[src/sv/whc_pkg.sv]
// ----------------------------------------------------------------------------
// whc_pkg: shared definitions for the wire hit cluster finder
// Sizes, field widths, request and result codes, register indexes and the
// structs that travel between the sequencer and the top level.
// ----------------------------------------------------------------------------
package whc_pkg;

    // Chamber geometry
    localparam int NUM_PLANES      = 4;
    localparam int WIRES_PER_PLANE = 256;
    localparam int TOTAL_WIRES     = NUM_PLANES * WIRES_PER_PLANE;
    localparam int MAX_SUMMARIES   = 4;
    localparam int NUM_SUMMARY     = (NUM_PLANES < MAX_SUMMARIES) ? NUM_PLANES : MAX_SUMMARIES;

    localparam int PLANE_W = (NUM_PLANES > 1) ? $clog2(NUM_PLANES) : 1;
    localparam int WIRE_W  = $clog2(WIRES_PER_PLANE);
    localparam int IW_W    = $clog2(WIRES_PER_PLANE + 1);
    localparam int ADDR_W  = $clog2(TOTAL_WIRES);

    // Field widths
    localparam int REQ_W      = 2;
    localparam int PLANE_ID_W = 2;
    localparam int WIRE_ID_W  = 8;
    localparam int GAP_W      = 8;
    localparam int SIZE_W     = 9;
    localparam int COUNT_W    = 8;
    localparam int LABEL_W    = 8;
    localparam int EMPTY_W    = GAP_W + 1;
    localparam int CMP_W      = (IW_W > SIZE_W) ? IW_W : SIZE_W;
    localparam int CFG_IDX_W  = 2;
    localparam int CFG_DATA_W = 9;

    localparam logic [COUNT_W-1:0] COUNT_MAX = '1;
    localparam logic [SIZE_W-1:0]  SIZE_MAX  = '1;
    localparam logic [EMPTY_W-1:0] EMPTY_MAX = '1;

    // Request codes
    localparam logic [REQ_W-1:0] REQ_LOAD    = 2'd0;
    localparam logic [REQ_W-1:0] REQ_ANALYZE = 2'd1;
    localparam logic [REQ_W-1:0] REQ_LOOKUP  = 2'd2;

    // Result kinds
    localparam logic KIND_SUMMARY = 1'b0;
    localparam logic KIND_LOOKUP  = 1'b1;

    // Configuration register indexes and reset values
    localparam logic [CFG_IDX_W-1:0] CFG_MAX_GAP  = 2'd0;
    localparam logic [CFG_IDX_W-1:0] CFG_MIN_SIZE = 2'd1;
    localparam logic [CFG_IDX_W-1:0] CFG_MAX_SIZE = 2'd2;

    localparam logic [GAP_W-1:0]  GAP_RESET      = 8'd1;
    localparam logic [SIZE_W-1:0] MIN_SIZE_RESET = 9'd1;
    localparam logic [SIZE_W-1:0] MAX_SIZE_RESET = 9'd256;

    typedef logic [ADDR_W-1:0] addr_t;

    typedef struct packed {
        logic [GAP_W-1:0]  max_gap;
        logic [SIZE_W-1:0] min_cluster_size;
        logic [SIZE_W-1:0] max_cluster_size;
    } cfg_t;

    typedef struct packed {
        logic                  answer_kind;
        logic [PLANE_ID_W-1:0] plane_out;
        logic [COUNT_W-1:0]    cluster_count;
        logic [SIZE_W-1:0]     cluster_size;
        logic [LABEL_W-1:0]    cluster_label;
        logic                  last_result;
    } res_t;

    // Hit map port controls
    typedef struct packed {
        logic  we;
        addr_t waddr;
        logic  wdata;
        addr_t raddr;
    } hit_port_t;

    // Label store port controls
    typedef struct packed {
        logic               we;
        addr_t              waddr;
        logic [LABEL_W-1:0] wdata;
        addr_t              raddr;
    } lbl_port_t;

    function automatic addr_t make_addr(input logic [PLANE_W-1:0] plane,
                                        input logic [WIRE_W-1:0] wire_idx);
        return ADDR_W'(32'(plane) * WIRES_PER_PLANE + 32'(wire_idx));
    endfunction

endpackage

[src/sv/whc_req_if.sv]
// ----------------------------------------------------------------------------
// whc_req_if: request channel
// Valid/ready channel that carries one hit, analyze or lookup request.
// ----------------------------------------------------------------------------
interface whc_req_if import whc_pkg::*; ();

    logic                  valid;
    logic                  ready;
    logic [REQ_W-1:0]      req_type;
    logic [PLANE_ID_W-1:0] plane_id;
    logic [WIRE_ID_W-1:0]  wire_id;

    modport source (output valid, output req_type, output plane_id, output wire_id,
                    input ready);
    modport sink   (input valid, input req_type, input plane_id, input wire_id,
                    output ready);

endinterface

[src/sv/whc_res_if.sv]
// ----------------------------------------------------------------------------
// whc_res_if: result channel
// Valid/ready channel that carries one plane summary or lookup answer.
// ----------------------------------------------------------------------------
interface whc_res_if import whc_pkg::*; ();

    logic                  valid;
    logic                  ready;
    logic                  answer_kind;
    logic [PLANE_ID_W-1:0] plane_out;
    logic [COUNT_W-1:0]    cluster_count;
    logic [SIZE_W-1:0]     cluster_size;
    logic [LABEL_W-1:0]    cluster_label;
    logic                  last_result;

    modport source (output valid, output answer_kind, output plane_out,
                    output cluster_count, output cluster_size, output cluster_label,
                    output last_result, input ready);
    modport sink   (input valid, input answer_kind, input plane_out,
                    input cluster_count, input cluster_size, input cluster_label,
                    input last_result, output ready);

endinterface

[src/sv/whc_ctrl.sv]
// ----------------------------------------------------------------------------
// whc_ctrl: request sequencer and cluster scanner
// Clears both stores after reset, applies hit loads, answers lookups and
// runs the per-plane cluster scan with label back-fill and summary output.
// ----------------------------------------------------------------------------
module whc_ctrl import whc_pkg::*; (
    input  logic               clk,
    input  logic               rst_n,
    input  cfg_t               cfg,
    whc_req_if.sink            req,
    whc_res_if.source          res,
    output hit_port_t          hit_port,
    input  logic               hit_rdata,
    output lbl_port_t          lbl_port,
    input  logic [LABEL_W-1:0] lbl_rdata
);

    typedef enum logic [2:0] {
        ST_CLEAR,
        ST_IDLE,
        ST_LOOKUP,
        ST_SCAN,
        ST_FILL,
        ST_EMIT
    } state_t;

    state_t                state_reg, state_next;
    addr_t                 clear_addr_reg, clear_addr_next;
    logic [PLANE_W-1:0]    plane_reg, plane_next;
    logic [IW_W-1:0]       issue_wire_reg, issue_wire_next;
    logic                  proc_valid_reg, proc_valid_next;
    logic [WIRE_W-1:0]     proc_wire_reg, proc_wire_next;
    logic [IW_W-1:0]       hits_reg, hits_next;
    logic [EMPTY_W-1:0]    empties_reg, empties_next;
    logic [WIRE_W-1:0]     first_reg, first_next;
    logic [WIRE_W-1:0]     last_reg, last_next;
    logic [COUNT_W-1:0]    count_reg, count_next;
    logic [SIZE_W-1:0]     size_reg, size_next;
    logic [WIRE_W-1:0]     fill_wire_reg, fill_wire_next;
    logic [WIRE_W-1:0]     fill_end_reg, fill_end_next;
    logic                  plane_end_reg, plane_end_next;
    logic                  lk_ok_reg, lk_ok_next;
    logic [PLANE_ID_W-1:0] lk_plane_reg, lk_plane_next;
    logic                  out_valid_reg, out_valid_next;
    res_t                  res_reg, res_next;

    logic               out_free;
    logic               req_ok;
    addr_t              req_addr;
    logic               issue_valid;
    addr_t              issue_addr;
    addr_t              proc_addr;
    logic               wire_last;
    logic               emit_ok;
    logic               plane_final;
    logic [IW_W-1:0]    hits_n;
    logic [EMPTY_W-1:0] empties_n;
    logic [WIRE_W-1:0]  first_n;
    logic [WIRE_W-1:0]  last_n;
    logic               closing;
    logic               accept;
    logic [COUNT_W-1:0] count_n;
    logic [SIZE_W-1:0]  size_n;

    assign out_free    = !out_valid_reg || res.ready;
    assign req_ok      = (32'(req.plane_id) < NUM_PLANES) &&
                         (32'(req.wire_id) < WIRES_PER_PLANE);
    assign req_addr    = make_addr(PLANE_W'(req.plane_id), WIRE_W'(req.wire_id));
    assign issue_valid = issue_wire_reg < IW_W'(WIRES_PER_PLANE);
    assign issue_addr  = make_addr(plane_reg, WIRE_W'(issue_wire_reg));
    assign proc_addr   = make_addr(plane_reg, proc_wire_reg);
    assign wire_last   = proc_wire_reg == WIRE_W'(WIRES_PER_PLANE - 1);
    assign emit_ok     = 32'(plane_reg) < NUM_SUMMARY;
    assign plane_final = plane_reg == PLANE_W'(NUM_PLANES - 1);

    // Run tracking for the wire whose hit bit arrives this cycle
    always_comb
    begin
        if (hit_rdata)
        begin
            hits_n    = hits_reg + IW_W'(1);
            empties_n = '0;
            first_n   = (hits_reg == '0) ? proc_wire_reg : first_reg;
            last_n    = proc_wire_reg;
        end
        else
        begin
            hits_n    = hits_reg;
            empties_n = (empties_reg == EMPTY_MAX) ? empties_reg : empties_reg + EMPTY_W'(1);
            first_n   = first_reg;
            last_n    = last_reg;
        end
        closing = (empties_n > EMPTY_W'(cfg.max_gap)) || wire_last;
        accept  = closing && (hits_n != '0) &&
                  (CMP_W'(hits_n) >= CMP_W'(cfg.min_cluster_size)) &&
                  (CMP_W'(hits_n) <= CMP_W'(cfg.max_cluster_size));
        count_n = (count_reg == COUNT_MAX) ? count_reg : count_reg + COUNT_W'(1);
        size_n  = (CMP_W'(hits_n) > CMP_W'(SIZE_MAX)) ? SIZE_MAX : SIZE_W'(hits_n);
    end

    always_comb
    begin
        state_next      = state_reg;
        clear_addr_next = clear_addr_reg;
        plane_next      = plane_reg;
        issue_wire_next = issue_wire_reg;
        proc_valid_next = proc_valid_reg;
        proc_wire_next  = proc_wire_reg;
        hits_next       = hits_reg;
        empties_next    = empties_reg;
        first_next      = first_reg;
        last_next       = last_reg;
        count_next      = count_reg;
        size_next       = size_reg;
        fill_wire_next  = fill_wire_reg;
        fill_end_next   = fill_end_reg;
        plane_end_next  = plane_end_reg;
        lk_ok_next      = lk_ok_reg;
        lk_plane_next   = lk_plane_reg;
        out_valid_next  = out_valid_reg && !res.ready;
        res_next        = res_reg;
        req.ready       = 1'b0;

        hit_port.we    = 1'b0;
        hit_port.waddr = proc_addr;
        hit_port.wdata = 1'b0;
        hit_port.raddr = issue_addr;
        lbl_port.we    = 1'b0;
        lbl_port.waddr = proc_addr;
        lbl_port.wdata = '0;
        lbl_port.raddr = req_addr;

        unique case (state_reg)
            ST_CLEAR:
            begin
                hit_port.we    = 1'b1;
                hit_port.waddr = clear_addr_reg;
                lbl_port.we    = 1'b1;
                lbl_port.waddr = clear_addr_reg;
                if (clear_addr_reg == ADDR_W'(TOTAL_WIRES - 1))
                begin
                    state_next = ST_IDLE;
                end
                else
                begin
                    clear_addr_next = clear_addr_reg + ADDR_W'(1);
                end
            end

            ST_IDLE:
            begin
                req.ready = out_free;
                if (req.valid && out_free)
                begin
                    unique case (req.req_type)
                        REQ_LOAD:
                        begin
                            hit_port.we    = req_ok;
                            hit_port.waddr = req_addr;
                            hit_port.wdata = 1'b1;
                        end
                        REQ_ANALYZE:
                        begin
                            plane_next      = '0;
                            issue_wire_next = '0;
                            proc_valid_next = 1'b0;
                            hits_next       = '0;
                            empties_next    = '0;
                            first_next      = '0;
                            last_next       = '0;
                            count_next      = '0;
                            size_next       = '0;
                            state_next      = ST_SCAN;
                        end
                        REQ_LOOKUP:
                        begin
                            lk_ok_next    = req_ok;
                            lk_plane_next = req.plane_id;
                            state_next    = ST_LOOKUP;
                        end
                        default:
                        begin
                            // unknown request: drop
                        end
                    endcase
                end
            end

            ST_LOOKUP:
            begin
                out_valid_next         = 1'b1;
                res_next.answer_kind   = KIND_LOOKUP;
                res_next.plane_out     = lk_plane_reg;
                res_next.cluster_count = '0;
                res_next.cluster_size  = '0;
                res_next.cluster_label = lk_ok_reg ? lbl_rdata : '0;
                res_next.last_result   = 1'b1;
                state_next             = ST_IDLE;
            end

            ST_SCAN:
            begin
                proc_valid_next = issue_valid;
                proc_wire_next  = WIRE_W'(issue_wire_reg);
                if (issue_valid)
                begin
                    issue_wire_next = issue_wire_reg + IW_W'(1);
                end
                if (proc_valid_reg)
                begin
                    // clear the hit bit and the old label as the wire goes by
                    hit_port.we  = 1'b1;
                    lbl_port.we  = 1'b1;
                    hits_next    = closing ? '0 : hits_n;
                    empties_next = empties_n;
                    first_next   = first_n;
                    last_next    = last_n;
                    if (accept)
                    begin
                        count_next      = count_n;
                        size_next       = size_n;
                        fill_wire_next  = first_n;
                        fill_end_next   = last_n;
                        plane_end_next  = wire_last;
                        // drop the read in flight, reissue it after the fill
                        proc_valid_next = 1'b0;
                        issue_wire_next = IW_W'(proc_wire_reg) + IW_W'(1);
                        state_next      = ST_FILL;
                    end
                    else if (wire_last)
                    begin
                        proc_valid_next = 1'b0;
                        state_next      = ST_EMIT;
                    end
                end
            end

            ST_FILL:
            begin
                lbl_port.we    = 1'b1;
                lbl_port.waddr = make_addr(plane_reg, fill_wire_reg);
                lbl_port.wdata = LABEL_W'(count_reg);
                if (fill_wire_reg == fill_end_reg)
                begin
                    state_next = plane_end_reg ? ST_EMIT : ST_SCAN;
                end
                else
                begin
                    fill_wire_next = fill_wire_reg + WIRE_W'(1);
                end
            end

            ST_EMIT:
            begin
                if (!emit_ok || out_free)
                begin
                    if (emit_ok)
                    begin
                        out_valid_next         = 1'b1;
                        res_next.answer_kind   = KIND_SUMMARY;
                        res_next.plane_out     = PLANE_ID_W'(plane_reg);
                        res_next.cluster_count = count_reg;
                        res_next.cluster_size  = size_reg;
                        res_next.cluster_label = '0;
                        res_next.last_result   = plane_reg == PLANE_W'(NUM_SUMMARY - 1);
                    end
                    if (plane_final)
                    begin
                        state_next = ST_IDLE;
                    end
                    else
                    begin
                        plane_next      = plane_reg + PLANE_W'(1);
                        issue_wire_next = '0;
                        proc_valid_next = 1'b0;
                        hits_next       = '0;
                        empties_next    = '0;
                        first_next      = '0;
                        last_next       = '0;
                        count_next      = '0;
                        size_next       = '0;
                        state_next      = ST_SCAN;
                    end
                end
            end

            default:
            begin
                state_next = ST_CLEAR;
            end
        endcase
    end

    always_ff @(posedge clk or negedge rst_n)
    begin
        if (!rst_n)
        begin
            state_reg      <= ST_CLEAR;
            clear_addr_reg <= '0;
            plane_reg      <= '0;
            issue_wire_reg <= '0;
            proc_valid_reg <= 1'b0;
            proc_wire_reg  <= '0;
            hits_reg       <= '0;
            empties_reg    <= '0;
            first_reg      <= '0;
            last_reg       <= '0;
            count_reg      <= '0;
            size_reg       <= '0;
            fill_wire_reg  <= '0;
            fill_end_reg   <= '0;
            plane_end_reg  <= 1'b0;
            lk_ok_reg      <= 1'b0;
            lk_plane_reg   <= '0;
            out_valid_reg  <= 1'b0;
            res_reg        <= '0;
        end
        else
        begin
            state_reg      <= state_next;
            clear_addr_reg <= clear_addr_next;
            plane_reg      <= plane_next;
            issue_wire_reg <= issue_wire_next;
            proc_valid_reg <= proc_valid_next;
            proc_wire_reg  <= proc_wire_next;
            hits_reg       <= hits_next;
            empties_reg    <= empties_next;
            first_reg      <= first_next;
            last_reg       <= last_next;
            count_reg      <= count_next;
            size_reg       <= size_next;
            fill_wire_reg  <= fill_wire_next;
            fill_end_reg   <= fill_end_next;
            plane_end_reg  <= plane_end_next;
            lk_ok_reg      <= lk_ok_next;
            lk_plane_reg   <= lk_plane_next;
            out_valid_reg  <= out_valid_next;
            res_reg        <= res_next;
        end
    end

    assign res.valid         = out_valid_reg;
    assign res.answer_kind   = res_reg.answer_kind;
    assign res.plane_out     = res_reg.plane_out;
    assign res.cluster_count = res_reg.cluster_count;
    assign res.cluster_size  = res_reg.cluster_size;
    assign res.cluster_label = res_reg.cluster_label;
    assign res.last_result   = res_reg.last_result;

    // The processed wire always trails the issued read by one
    assert property (@(posedge clk) disable iff (!rst_n)
        proc_valid_reg |-> (state_reg == ST_SCAN &&
                            issue_wire_reg == IW_W'(proc_wire_reg) + IW_W'(1)))
        else $error("scan read pipeline out of step");

    // Back-fill never runs past the last hit of the cluster
    assert property (@(posedge clk) disable iff (!rst_n)
        state_reg == ST_FILL |-> fill_wire_reg <= fill_end_reg)
        else $error("label fill overran cluster end");

    // A run never holds more hits than the plane has wires
    assert property (@(posedge clk) disable iff (!rst_n)
        hits_reg <= IW_W'(WIRES_PER_PLANE))
        else $error("hit count beyond plane size");

    // An accepted lookup shows its answer once ST_LOOKUP has loaded the result register
    assert property (@(posedge clk) disable iff (!rst_n)
        (req.valid && req.ready && req.req_type == REQ_LOOKUP) |=> ##1
        (out_valid_reg && res_reg.answer_kind == KIND_LOOKUP))
        else $error("lookup answer missing");

endmodule

[src/flat_wrapper.sv]
// flat-port wrapper written by rule: the top's interface ports become plain ports
module whc_ctrl_flat import whc_pkg::*;
  (clk, rst_n, cfg, hit_port, hit_rdata, lbl_port, lbl_rdata, req_valid, req_req_type, req_plane_id, req_wire_id, req_ready, res_valid, res_answer_kind, res_plane_out, res_cluster_count, res_cluster_size, res_cluster_label, res_last_result, res_ready);
  whc_req_if req_i ();
  whc_res_if res_i ();
  input  logic clk;
  input  logic rst_n;
  input  cfg_t cfg;
  output hit_port_t hit_port;
  input  logic hit_rdata;
  output lbl_port_t lbl_port;
  input  logic [LABEL_W-1:0] lbl_rdata;
  input wire logic [$bits(req_i.valid)-1:0] req_valid;
  input wire logic [$bits(req_i.req_type)-1:0] req_req_type;
  input wire logic [$bits(req_i.plane_id)-1:0] req_plane_id;
  input wire logic [$bits(req_i.wire_id)-1:0] req_wire_id;
  output wire logic [$bits(req_i.ready)-1:0] req_ready;
  output wire logic [$bits(res_i.valid)-1:0] res_valid;
  output wire logic [$bits(res_i.answer_kind)-1:0] res_answer_kind;
  output wire logic [$bits(res_i.plane_out)-1:0] res_plane_out;
  output wire logic [$bits(res_i.cluster_count)-1:0] res_cluster_count;
  output wire logic [$bits(res_i.cluster_size)-1:0] res_cluster_size;
  output wire logic [$bits(res_i.cluster_label)-1:0] res_cluster_label;
  output wire logic [$bits(res_i.last_result)-1:0] res_last_result;
  input wire logic [$bits(res_i.ready)-1:0] res_ready;
  assign req_i.valid = req_valid;
  assign req_i.req_type = req_req_type;
  assign req_i.plane_id = req_plane_id;
  assign req_i.wire_id = req_wire_id;
  assign req_ready = req_i.ready;
  assign res_valid = res_i.valid;
  assign res_answer_kind = res_i.answer_kind;
  assign res_plane_out = res_i.plane_out;
  assign res_cluster_count = res_i.cluster_count;
  assign res_cluster_size = res_i.cluster_size;
  assign res_cluster_label = res_i.cluster_label;
  assign res_last_result = res_i.last_result;
  assign res_i.ready = res_ready;
  whc_ctrl u_core (.clk(clk), .rst_n(rst_n), .cfg(cfg), .req(req_i), .res(res_i), .hit_port(hit_port), .hit_rdata(hit_rdata), .lbl_port(lbl_port), .lbl_rdata(lbl_rdata));
endmodule
[config.mk]
export PLATFORM = sky130hd
export DESIGN_NAME = whc_ctrl_flat
export DESIGN_NICKNAME = d
export VERILOG_FILES = /design/src/sv/whc_pkg.sv /design/src/sv/whc_req_if.sv /design/src/sv/whc_res_if.sv /design/src/sv/whc_ctrl.sv /design/src/flat_wrapper.sv
export SDC_FILE = /design/constraint.sdc
export NUM_CORES = 1
export LEC_CHECK = 0
export BUFFER_PORTS_ARGS = -buffer_cell sky130_fd_sc_hd__buf_4
export CORE_ASPECT_RATIO = 1.75
export CORE_UTILIZATION = 58
export DETAILED_ROUTE_END_ITERATION = 10
export PLACE_DENSITY_LB_ADDON = 0.15
export SYNTH_ARGS = -nofsm -noshare
export SYNTH_HDL_FRONTEND = slang
export SYNTH_SLANG_ARGS = --single-unit
[constraint.sdc]
create_clock -name clk -period 3.8 [get_ports clk]
set_input_delay 0 -clock clk [delete_from_list [all_inputs] [get_ports clk]]
set_output_delay 0 -clock clk [all_outputs]
set_load 0.01 [all_outputs]
Word level (Yosys, flattened, before mapping)
Index checks and enable logic that the tools add are counted.

Add/sub/neg operators: 12. Magnitude comparators: 5. Eq/ne operators: 25. Mux-type cells: 78. Bitwise operators: 1. Reduce and logical (&&, ||, !) cells: 29.

Operator list (count): $mux W9 (16); $mux W8 (17); $pmux W9 S3 (4); $pmux W8 S3 (3); $pmux W29 S2 (1); $add A10 B8 Y10 (4); $pmux W10 S2 (2); $mux W29 (1); $add A9 B1 Y9 const B (3); $mux W12 (2); $mux W3 (8); $pmux W3 S6 (1); $add A8 B1 Y8 const B (2); $eq A8 B8 Y1 const B (2); $pmux W8 S2 (1); $reduce_and A7 Y1 (2); $ne A2 B1 Y1 const B (6); $mux W1 (11); $add A10 B1 Y10 const B (1); $eq A10 B10 Y1 const B (1); $mux W2 (5); $reduce_and A5 Y1 (2); $add A8 B1 Y9 const B (1); $eq A9 B9 Y1 const B (1); other kinds (35) (53).

Register bits: 134. Input bits: 51. Logic and storage cells: 174.

Logic depth before layout (Yosys ltp)
Gate-level depths: netlist (run 1).

Word-level depth: 11. Mapped depth: 17. Depth with buffers taken out: 15.

Worst setup path after synthesis (run 1)
No wires, ideal clock.

Kind: flip-flop to flip-flop. From: reg u_core.empties_reg[0]. To: reg u_core.count_reg[3]. Data arrival time: 3.376 ns. Data required time: 3.680 ns. Path slack: 0.304 ns. Stages on the path, launching flop included: 18. Path buffers: 2. Clock period less this slack: 3.496 ns. Cells stage by stage: dfrtp_1 ha_1 and3_1 nand3_1 and3_1 and4_1 xnor2_1 nor2_1 ha_1 a2111oi_0 o21ai_1 a21oi_1 o311ai_1 and4b_1 buf_6 buf_12 nand3_1 a31o_1.

Word-level cells in the longest chain between the ends: 10. Elaborated cells between the ends (all ways): 11.

RTL lines: start: declaration (RTL line whc_ctrl.sv:34) `logic [EMPTY_W-1:0] empties_reg, empties_next;`; start signal: assignment (RTL line whc_ctrl.sv:327) `empties_reg <= empties_next;`; $add A9 B1 Y9 / $eq A9 B9 Y1 (equally long branches) (RTL line whc_ctrl.sv:89) `empties_n = (empties_reg == EMPTY_MAX) ? empties_reg : empties_reg + EMPTY_W'(1);`; $mux W9 (*) (RTL line whc_ctrl.sv:89); $mux W9 (*) (RTL line whc_ctrl.sv:79) `if (hit_rdata)`; $gt A9 B8 Y1 (*) (RTL line whc_ctrl.sv:93) `closing = (empties_n > EMPTY_W'(cfg.max_gap)) || wire_last;`; $logic_or A1 B1 Y1 (*) (RTL line whc_ctrl.sv:93); $logic_and A1 B1 Y1 (*) (2 in series) (RTL line whc_ctrl.sv:94) `accept = closing && (hits_n != '0) &&`; $logic_and A1 B1 Y1 (*) (RTL line whc_ctrl.sv:95) `(CMP_W'(hits_n) >= CMP_W'(cfg.min_cluster_size)) &&`; $ne A2 B1 Y1 (no source line) (*); $reduce_and A8 Y1 (no source line) (*); end signal: assignment (RTL line whc_ctrl.sv:330) `count_reg <= count_next;`; end: declaration (RTL line whc_ctrl.sv:37) `logic [COUNT_W-1:0] count_reg, count_next;`.

Every way passes the cells marked *; elsewhere a longest branch is shown, timed or not. A chain may end at the register's enable or synchronous reset.

Worst setup path in the final report (run 1)
From: reg u_core.empties_reg[0]. To: reg u_core.fill_wire_reg[4].

Word-level cells in the longest chain between the ends: 10. Elaborated cells between the ends (all ways): 11.

RTL lines: $add A9 B1 Y9 / $eq A9 B9 Y1 (equally long branches) (RTL line whc_ctrl.sv:89); $mux W9 (*) (RTL line whc_ctrl.sv:89); $mux W9 (*) (RTL line whc_ctrl.sv:79); $gt A9 B8 Y1 (*) (RTL line whc_ctrl.sv:93); $logic_or A1 B1 Y1 (*) (RTL line whc_ctrl.sv:93); $logic_and A1 B1 Y1 (*) (2 in series) (RTL line whc_ctrl.sv:94); $logic_and A1 B1 Y1 (*) (RTL line whc_ctrl.sv:95); $ne A2 B1 Y1 (no source line) (*); $reduce_and A4 Y1 (no source line) (*); end signal: assignment (RTL line whc_ctrl.sv:332) `fill_wire_reg <= fill_wire_next;`; end: declaration (RTL line whc_ctrl.sv:39) `logic [WIRE_W-1:0] fill_wire_reg, fill_wire_next;`.

Marks and branches as above.

==> results of run 1 <==
-- cell type report --
cell class	instances	area share
Clock inverter	14	0.0152
Inverter	38	0.0142
Timing Repair Buffer	180	0.138
Clock buffer	17	0.0424
Tap cell	177	0.0221
Sequential cell	134	0.334
Multi-Input combinational cell	667	0.434
-- worst paths after layout --
path	from	end	slack, ps	depth (start not counted)
worst max-delay path	u_core.empties_reg[0]	u_core.fill_wire_reg[4]	110	16
worst min-delay path	res_ready	u_core.res.valid	20	3
worst max register to register	u_core.empties_reg[0]	u_core.fill_wire_reg[4]	110	16
worst min register to register	u_core.size_reg[7]	u_core.res.cluster_size[7]	480	2
max in group asynchronous	rst_n	u_core.count_reg[4]	2520	3
min in group asynchronous	rst_n	u_core.res.cluster_label[0]	190	2
-- Yosys cell counts, drive strengths merged, types with 6 or more instances --
cell type	n
inv	38
a21oi	44
nor4	10
nor3	16
a21o	6
nand2	117
ha	38
xor2	15
and3	16
mux2i	30
or3	8
o22ai	24
nand2b	6
o211ai	6
o21ai	64
xnor2	25
buf	39
nand4	15
clkbuf	42
nor2	63
dfrtp	134
mux2	8
nand3	52
a22o	34
-- tightest hold or removal path, stage by stage --
cell	delay (ps)
buf_4	70
nand2b_1	210
nand3_1	90
-- where the power goes --
group / internal, mW / switching [mW] / leakage (nW)
logic: 0.515 / 0.517 / 2.92
registers: 1.54 / 0.185 / 1.80
clock network: 0.969 / 0.646 / 0.273
-- per-layer routing --
| layer | vias to the layer above | track usage | share of wire |
|---|---|---|---|
| li1 | 3528 | - | - |
| met2 | 289 | 0.557 | 0.55 |
| met3 | 47 | 0.0486 | 0.046 |
| met5 | - | 0 | 0 |
| met4 | 0 | 0.116 | 0.026 |
| met1 | 3626 | 0.351 | 0.38 |
-- cell families (layout without fill, tap and decap cells) --
group / after synthesis / after routing / synth area share
fa+ha+maj: 38 / 38 / 0.0577
flops: 134 / 134 / 0.407
mux: 38 / 38 / 0.0474
compound gates: 225 / 225 / 0.184
xor+xnor: 40 / 40 / 0.0425
simple gates: 326 / 326 / 0.192
buf+inv: 119 / 249 / 0.0691
-- repair_timing --
item / CTS / global route
hold buffers: 12 / 0
hold endpoints to repair: 67 / 0
resized for setup: 1 / 12
endpoints found under the setup margin: 12 / 52
pin swaps: 0 / 3
buffers inserted: 0 / 2
==> metrics.yaml, run 1 <==
outcome: "complete, no violations"
core_area_um2: 13900
max_cap_viol_count: 0
first_iter_violations: 525
fp.dieH_um: 160
start_kind: "flip-flop"
hold_class: "in -> reg"
drive_above_1_share: 0.221
wl_um: 22000
cp_top_family: "simple AND/OR/NAND/NOR gates"
pre_cts_slack_ps: 28.5
leakagePower_nw: 4.99
cp-end-kind: "flip-flop"
cts-root-buf: "clkbuf_16"
numCtsBuffers: 17
ys_seq_area_frac: 0.407
slew_viol_final: 0
finalSetupTns_ps: 0
ir_worst_vdd_uv: 293
cts_sinks: 134
final_util: 0.722
min_period_ps: 3690
layout_setup_ws_ps: 115
dpl_cell_area_um2: 9280
period_share: 0.970
initial_core_util: 0.592
arrival_ps: 4040
hpwl_um: 15800
place_congestion: 0.898
crit_type: "reg -> reg"
yosysUniqueCellTypes: 75
path_max_fanout: 8
via_count: 7490
final_common_cell: "buf_4"
wl_per_cell_um: 17.9
register_area_um2: 3350
setup_viol: 0
crit_chain: "ha_2 -> and3_1 -> nand3_2 -> and3_4 -> and4_1 -> xnor2_1 -> nor2_1 -> ha_1 -> a2111oi_2 -> o21ai_1 -> a21oi_2 -> o311ai_2 -> and4b_2 -> buf_4 -> a21boi_4 -> o32a_1"
synth-edff-count: 0
clock.fmax_mhz: 271
drc: 0
nNetsFinal: 1127
dr.pass1.iters: 5
cp.required_ps: 4150
path_buf_inv: 1
grt_pass1_wl_um: 35300
design_area_um2: 10000
largest_register_ffs: 10
antenna_cells: 0
hold_viol: 0
track_usage: 0.304
yosysTopAreaCell: "dfrtp_1"
multi_input_area_um2: 4360
layout_common_cells: "buf_4 (167), dfrtp_1 (134), nand2_1 (117), nor2_1 (62), o21ai_0 (55)"
grt_start_max_net_pins: 59
grt_overflow_total: 0
clk_pin_slew_ps: 60
cpMaxStageDelayCell: "dfrtp_1"
via_per_inst: 6.10
fillers: 1102
slew_headroom: 0.276
grt_antenna_before_repair: 0
clock_latency_ps: 410
die_width_um: 92.1
placed_cells: 1182
syn-mean-instance-area_um2: 8.95
grt_pass1_vias: 7290
io_buffers: 132
synthTopCellsByArea: "dfrtp_1 (41%), ha_1 (5.8%), nand2_1 (5.3%)"
yosysWarningCount: 0
power_mw: 4.37
cts_tree: "built"
std_cell_rows: 57
syn-num-nets: 1009
synth_seq_cells: 134
netlist_area_um2: 8240
pin_count: 133
syn_to_final_growth_pct: 21.9
fin_worst_skew_ps: 10.4
cts-htree-levels: 4
ys.flop_type: "dfrtp_1"
yosys.area.top_type_share: 0.407
powerDensity_nw_per_um2: 435
async_reset_ff_frac: 1.00
ant_nets: 0
final_cells: 1227
tightest_slew_ps: 1090
syn-instance-count: 920
whs_ps: 18.4
cts_max_path_buffers: 2
cpPeakStageDelay_ps: 370
die-area_um2: 14700
No activity file was read; power rests on OpenSTA's default activity.
==> inputs of run 2 (changes only) <==
- CORE_ASPECT_RATIO: 1.75 -> unset
- CORE_UTILIZATION: 58 -> 45
- clock period: 3.8 -> 4.3 ns (I/O delays scaled with it)
==> metrics.yaml, run 2 (synthesis gave the netlist of run 1 again) <==
outcome: "complete, no violations"
min_from: "hit_rdata"
fillers: 1651
start_kind: "flip-flop"
hold_viol: 0
via_per_inst: 5.72
nNetsFinal: 1112
leakagePower_nw: 4.93
grt_pass1_wl_um: 36100
startpoint: "u_core.empties_reg[0]"
drc: 0
rr_startpoint: "u_core.empties_reg[0]"
final_cells: 1265
dr.pass1.iters: 5
cp_top_family: "simple AND/OR/NAND/NOR gates"
path_buf_inv: 1
place_congestion: 0.828
wl_um: 22200
drive_above_1_share: 0.203
std_cell_rows: 49
largest_register_ffs: 10
pre_cts_slack_ps: 177
cts-htree-levels: 4
cpPeakStageDelay_ps: 420
final_util: 0.556
grt_antenna_before_repair: 0
path_max_fanout: 10
grt_pass1_vias: 6910
first_iter_violations: 615
io_buffers: 132
syn_to_final_growth_pct: 21.3
crit_chain: "ha_1 -> and3_1 -> nand3_1 -> nand4_1 -> or3_1 -> a21oi_1 -> ha_1 -> a2111oi_0 -> o21ai_1 -> a21oi_1 -> o311a_1 -> nor4_4 -> buf_4 -> mux2_2 -> o21ai_0"
slew_headroom: 0.270
tightest_slew_ps: 1100
dpl_cell_area_um2: 9240
period_share: 0.921
powerDensity_nw_per_um2: 393
via_count: 7235
grt_overflow_total: 0
layout_common_cells: "buf_4 (151), dfrtp_1 (134), nand2_1 (117), nor2_1 (62), o21ai_0 (56)"
clk_pin_slew_ps: 60
cts_tree: "built"
final_common_cell: "buf_4"
min_period_ps: 3960
antenna_cells: 0
hold_class: "in -> reg"
ant_nets: 0
finalSetupTns_ps: 0
crit_type: "reg -> reg"
cpMaxStageDelayCell: "o311a_1"
reg2regPathDepth: 15
grt_start_max_net_pins: 98
clock_latency_ps: 430
slew_viol_final: 0
cts_max_path_buffers: 2
track_usage: 0.248
core_area_um2: 18000
setup_viol: 0
fp.dieH_um: 137
hpwl_um: 15300
numCtsBuffers: 17
layout_setup_ws_ps: 339
min_path_cells: 3
cp-end-kind: "flip-flop"
fin_worst_skew_ps: 8.03
design_area_um2: 9990
arrival_ps: 4300
die-area_um2: 18900
cts_sinks: 134
cp.required_ps: 4640
wl_per_cell_um: 17.6
pin_count: 133
max_cap_viol_count: 0
placed_cells: 1220
ir_worst_vdd_uv: 382
clock.fmax_mhz: 252
rsz0062_at_grt: "false"
cts-root-buf: "clkbuf_16"
initial_core_util: 0.459
worstSetupPathDepth: 15
die_width_um: 137
==> run 2: changes by cell type in the layout (fill, tap and decap cells not counted), sizes merged <==
cell / delta
buf: -16
inv: -1
bufinv: +1
dlygate4sd3: +1
clkbuf: +1
==> run 2: power by group <==
group          switching, mW  internal [mW]
Combinational          0.446          0.449
Sequential             0.155           1.36
Clock                  0.589          0.931
Total                   1.19           2.74
==> run 2: worst min-delay path: stages <==
cell and delay (ps):
buf_4 230, mux2i_1 180, o21ai_0 80
==> run 2: final timing paths <==
check	endpoint	slack [ps]
worst max register to register	u_core.issue_wire_reg[7]	340
worst min-delay path	u_core.fill_end_reg[0]	130
max in group asynchronous	u_core.fill_end_reg[0]	2980
min in group asynchronous	u_core.res.cluster_size[4]	230
worst min register to register	u_core.res.cluster_size[5]	480
worst max-delay path	u_core.issue_wire_reg[7]	340
==> run 2: stage by stage <==
step	power (mW)	hold slack, ps
4_1_cts	3.95	127
2_1_floorplan	2.06	-296
6_report	3.93	134
3_3_place_gp	2.41	171
3_5_place_dp	2.42	173
5_1_grt	4.12	154
==> run 2: area by class of cell <==
type	count	area, um^2	share of cell area
multi-input cells	667	4320	0.433
inverters	38	143	0.0143
well taps	229	287	0.0287
clock buffers	18	439	0.0439
repair buffers	165	1270	0.128
clock inverters	14	174	0.0174
flip-flops and latches	134	3350	0.336
==> run 2: per-layer routing <==
layer | GRT usage | vias to the layer above | wire length (um)
met5 | 0 | - | 0
li1 | - | 3523 | -
met2 | 0.398 | 217 | 10200
met4 | 0.0617 | 0 | 165
met1 | 0.343 | 3477 | 10600
met3 | 0.0467 | 18 | 1250
==> run 2: repair_timing <==
action,in CTS,in global routing
setup endpoints to repair,0,18
endpoints found under the hold margin,108,0
resized for setup,0,2
setup buffers,0,0
hold buffers,13,0
==> inputs of run 3 (changes only) <==
- BUFFER_PORTS_ARGS: -buffer_cell sky130_fd_sc_hd__buf_4 -> -buffer_cell sky130_fd_sc_hd__buf_2
==> metrics.yaml, run 3 (synthesis gave the netlist of run 1 again) <==
ir_worst_vdd_uv: 308
clock.fmax_mhz: 253
place_congestion: 0.850
hold_viol: 0
met3_usage: 0.0361
die_width_um: 137
hpwl_um: 15400
antenna_cells: 0
nNetsFinal: 1112
path_max_fanout: 10
grt_pass1_wl_um: 35500
hold_class: "in -> reg"
slew_headroom: 0.274
wl_um: 22200
grt_start_max_net_pins: 109
core_area_um2: 18000
fp.dieH_um: 137
r2r_setup_slack_ps: 340
cts-root-buf: "clkbuf_16"
via_count: 7175
fillers: 1682
clk_pin_slew_ps: 60
cts-htree-levels: 4
grt_pass1_vias: 6736
std_cell_rows: 49
power_mw: 3.79
numCtsBuffers: 17
max_cap_viol_count: 0
fin_worst_skew_ps: 6.59
grt_antenna_before_repair: 0
arrival_ps: 4260
cts_tree: "built"
gr-usage-met1: 0.349
track_usage: 0.244
first_iter_violations: 405
min_period_ps: 3960
period_share: 0.920
syn_to_final_growth_pct: 17.1
slew_viol_final: 0
drc: 0
leakagePower_nw: 4.85
drive_above_1_share: 0.203
grt_overflow_total: 0
via_per_inst: 5.67
setup_viol: 0
dr.pass1.iters: 5
largest_register_ffs: 10
initial_core_util: 0.459
ant_nets: 0
dpl_cell_area_um2: 8910
outcome: "complete, no violations"
crit_type: "reg -> reg"
design_area_um2: 9650
pin_count: 133
die-area_um2: 18900
cts_sinks: 134
cp-end-kind: "flip-flop"
tightest_slew_ps: 1090
io_buffers: 132
cts_max_path_buffers: 2
powerDensity_nw_per_um2: 393
met2_usage: 0.385
cp.required_ps: 4610
layout_common_cells: "dfrtp_1 (134), buf_2 (131), nand2_1 (117), nor2_1 (62), o21ai_0 (56)"
start_kind: "flip-flop"
clock_latency_ps: 420
final_util: 0.537
top_usage_layer: "met2"
wl_per_cell_um: 17.6
final_common_cell: "dfrtp_1"
-- run 3: changes by cell type in the layout (fill, tap and decap cells not counted), sizes merged --
cell	change
clkinv	+2
bufinv	-1
inv	-1
-- run 3: per-layer routing --
| metal | part of all wire | up-vias | wire length [um] |
|---|---|---|---|
| li1 | - | 3515 | - |
| met1 | 0.49 | 3441 | 10900 |
| met2 | 0.45 | 199 | 10000 |
| met3 | 0.046 | 20 | 1020 |
| met4 | 0.012 | 0 | 258 |
| met5 | 0 | - | 0 |
-- run 3: what timing repair did --
action | in CTS | in global routing
endpoints found under the setup margin | 0 | 35
resized for setup | 0 | 2
endpoints found under the hold margin | 119 | 0
hold buffers | 13 | 0
buffers inserted | 0 | 0
-- run 3: critical path, cell delays in order, from the launching register on --
cell and delay (ps):
dfrtp_1 410, ha_1 230, and3_1 200, nand3_1 160, and3_1 220, and4_1 210
xnor2_1 110, nor2_1 70, ha_1 320, a2111oi_0 370, o21ai_1 120, a21oi_1 230
o311ai_2 230, and4b_2 370, buf_4 200, a32o_1 210, a31o_1 170
-- run 3: cell type report --
| cell class | instances | area, um^2 | area share |
|---|---|---|---|
| clock inverters | 14 | 153 | 0.0158 |
| well taps | 229 | 287 | 0.0297 |
| flip-flops and latches | 134 | 3350 | 0.348 |
| clock buffers | 18 | 439 | 0.0455 |
| inverters | 38 | 143 | 0.0148 |
| repair buffers | 165 | 947 | 0.0982 |
| multi-input cells | 667 | 4320 | 0.448 |
-- run 3: worst paths after layout --
path                                        from                    endpoint  depth (start not counted)
max                        u_core.empties_reg[0]         u_core.count_reg[3]                         16
min                                    hit_rdata          u_core.hits_reg[5]                          4
max reg2reg                u_core.empties_reg[0]         u_core.count_reg[3]                         16
min reg2reg                   u_core.size_reg[7]  u_core.res.cluster_size[7]                          2
max in group asynchronous                  rst_n      u_core.fill_end_reg[7]                          3
min in group asynchronous                  rst_n  u_core.res.cluster_size[4]                          2
-- run 3: metrics by stage --
| step | setup TNS, ps | std cells | hold WS (ps) | setup slack [ps] |
|---|---|---|---|---|
| finish | 0 | 1265 | 141 | 345 |
| global route | -8.42 | 1265 | 166 | -8.42 |
| CTS | 0 | 1265 | 119 | 42.8 |
| detailed placement | 0 | 1220 | 203 | 58.1 |
| global placement | 0 | 1220 | 202 | 250 |
| floorplan | 0 | 920 | -296 | 804 |
-- run 3: power by group --
| group | internal, mW | total [mW] | switching [mW] | leakage [nW] |
|---|---|---|---|---|
| Combinational | 0.375 | 0.818 | 0.443 | 2.78 |
| Sequential | 1.36 | 1.52 | 0.161 | 1.80 |
| Clock | 0.873 | 1.45 | 0.579 | 0.279 |
| Total | 2.61 | 3.79 | 1.18 | 4.85 |
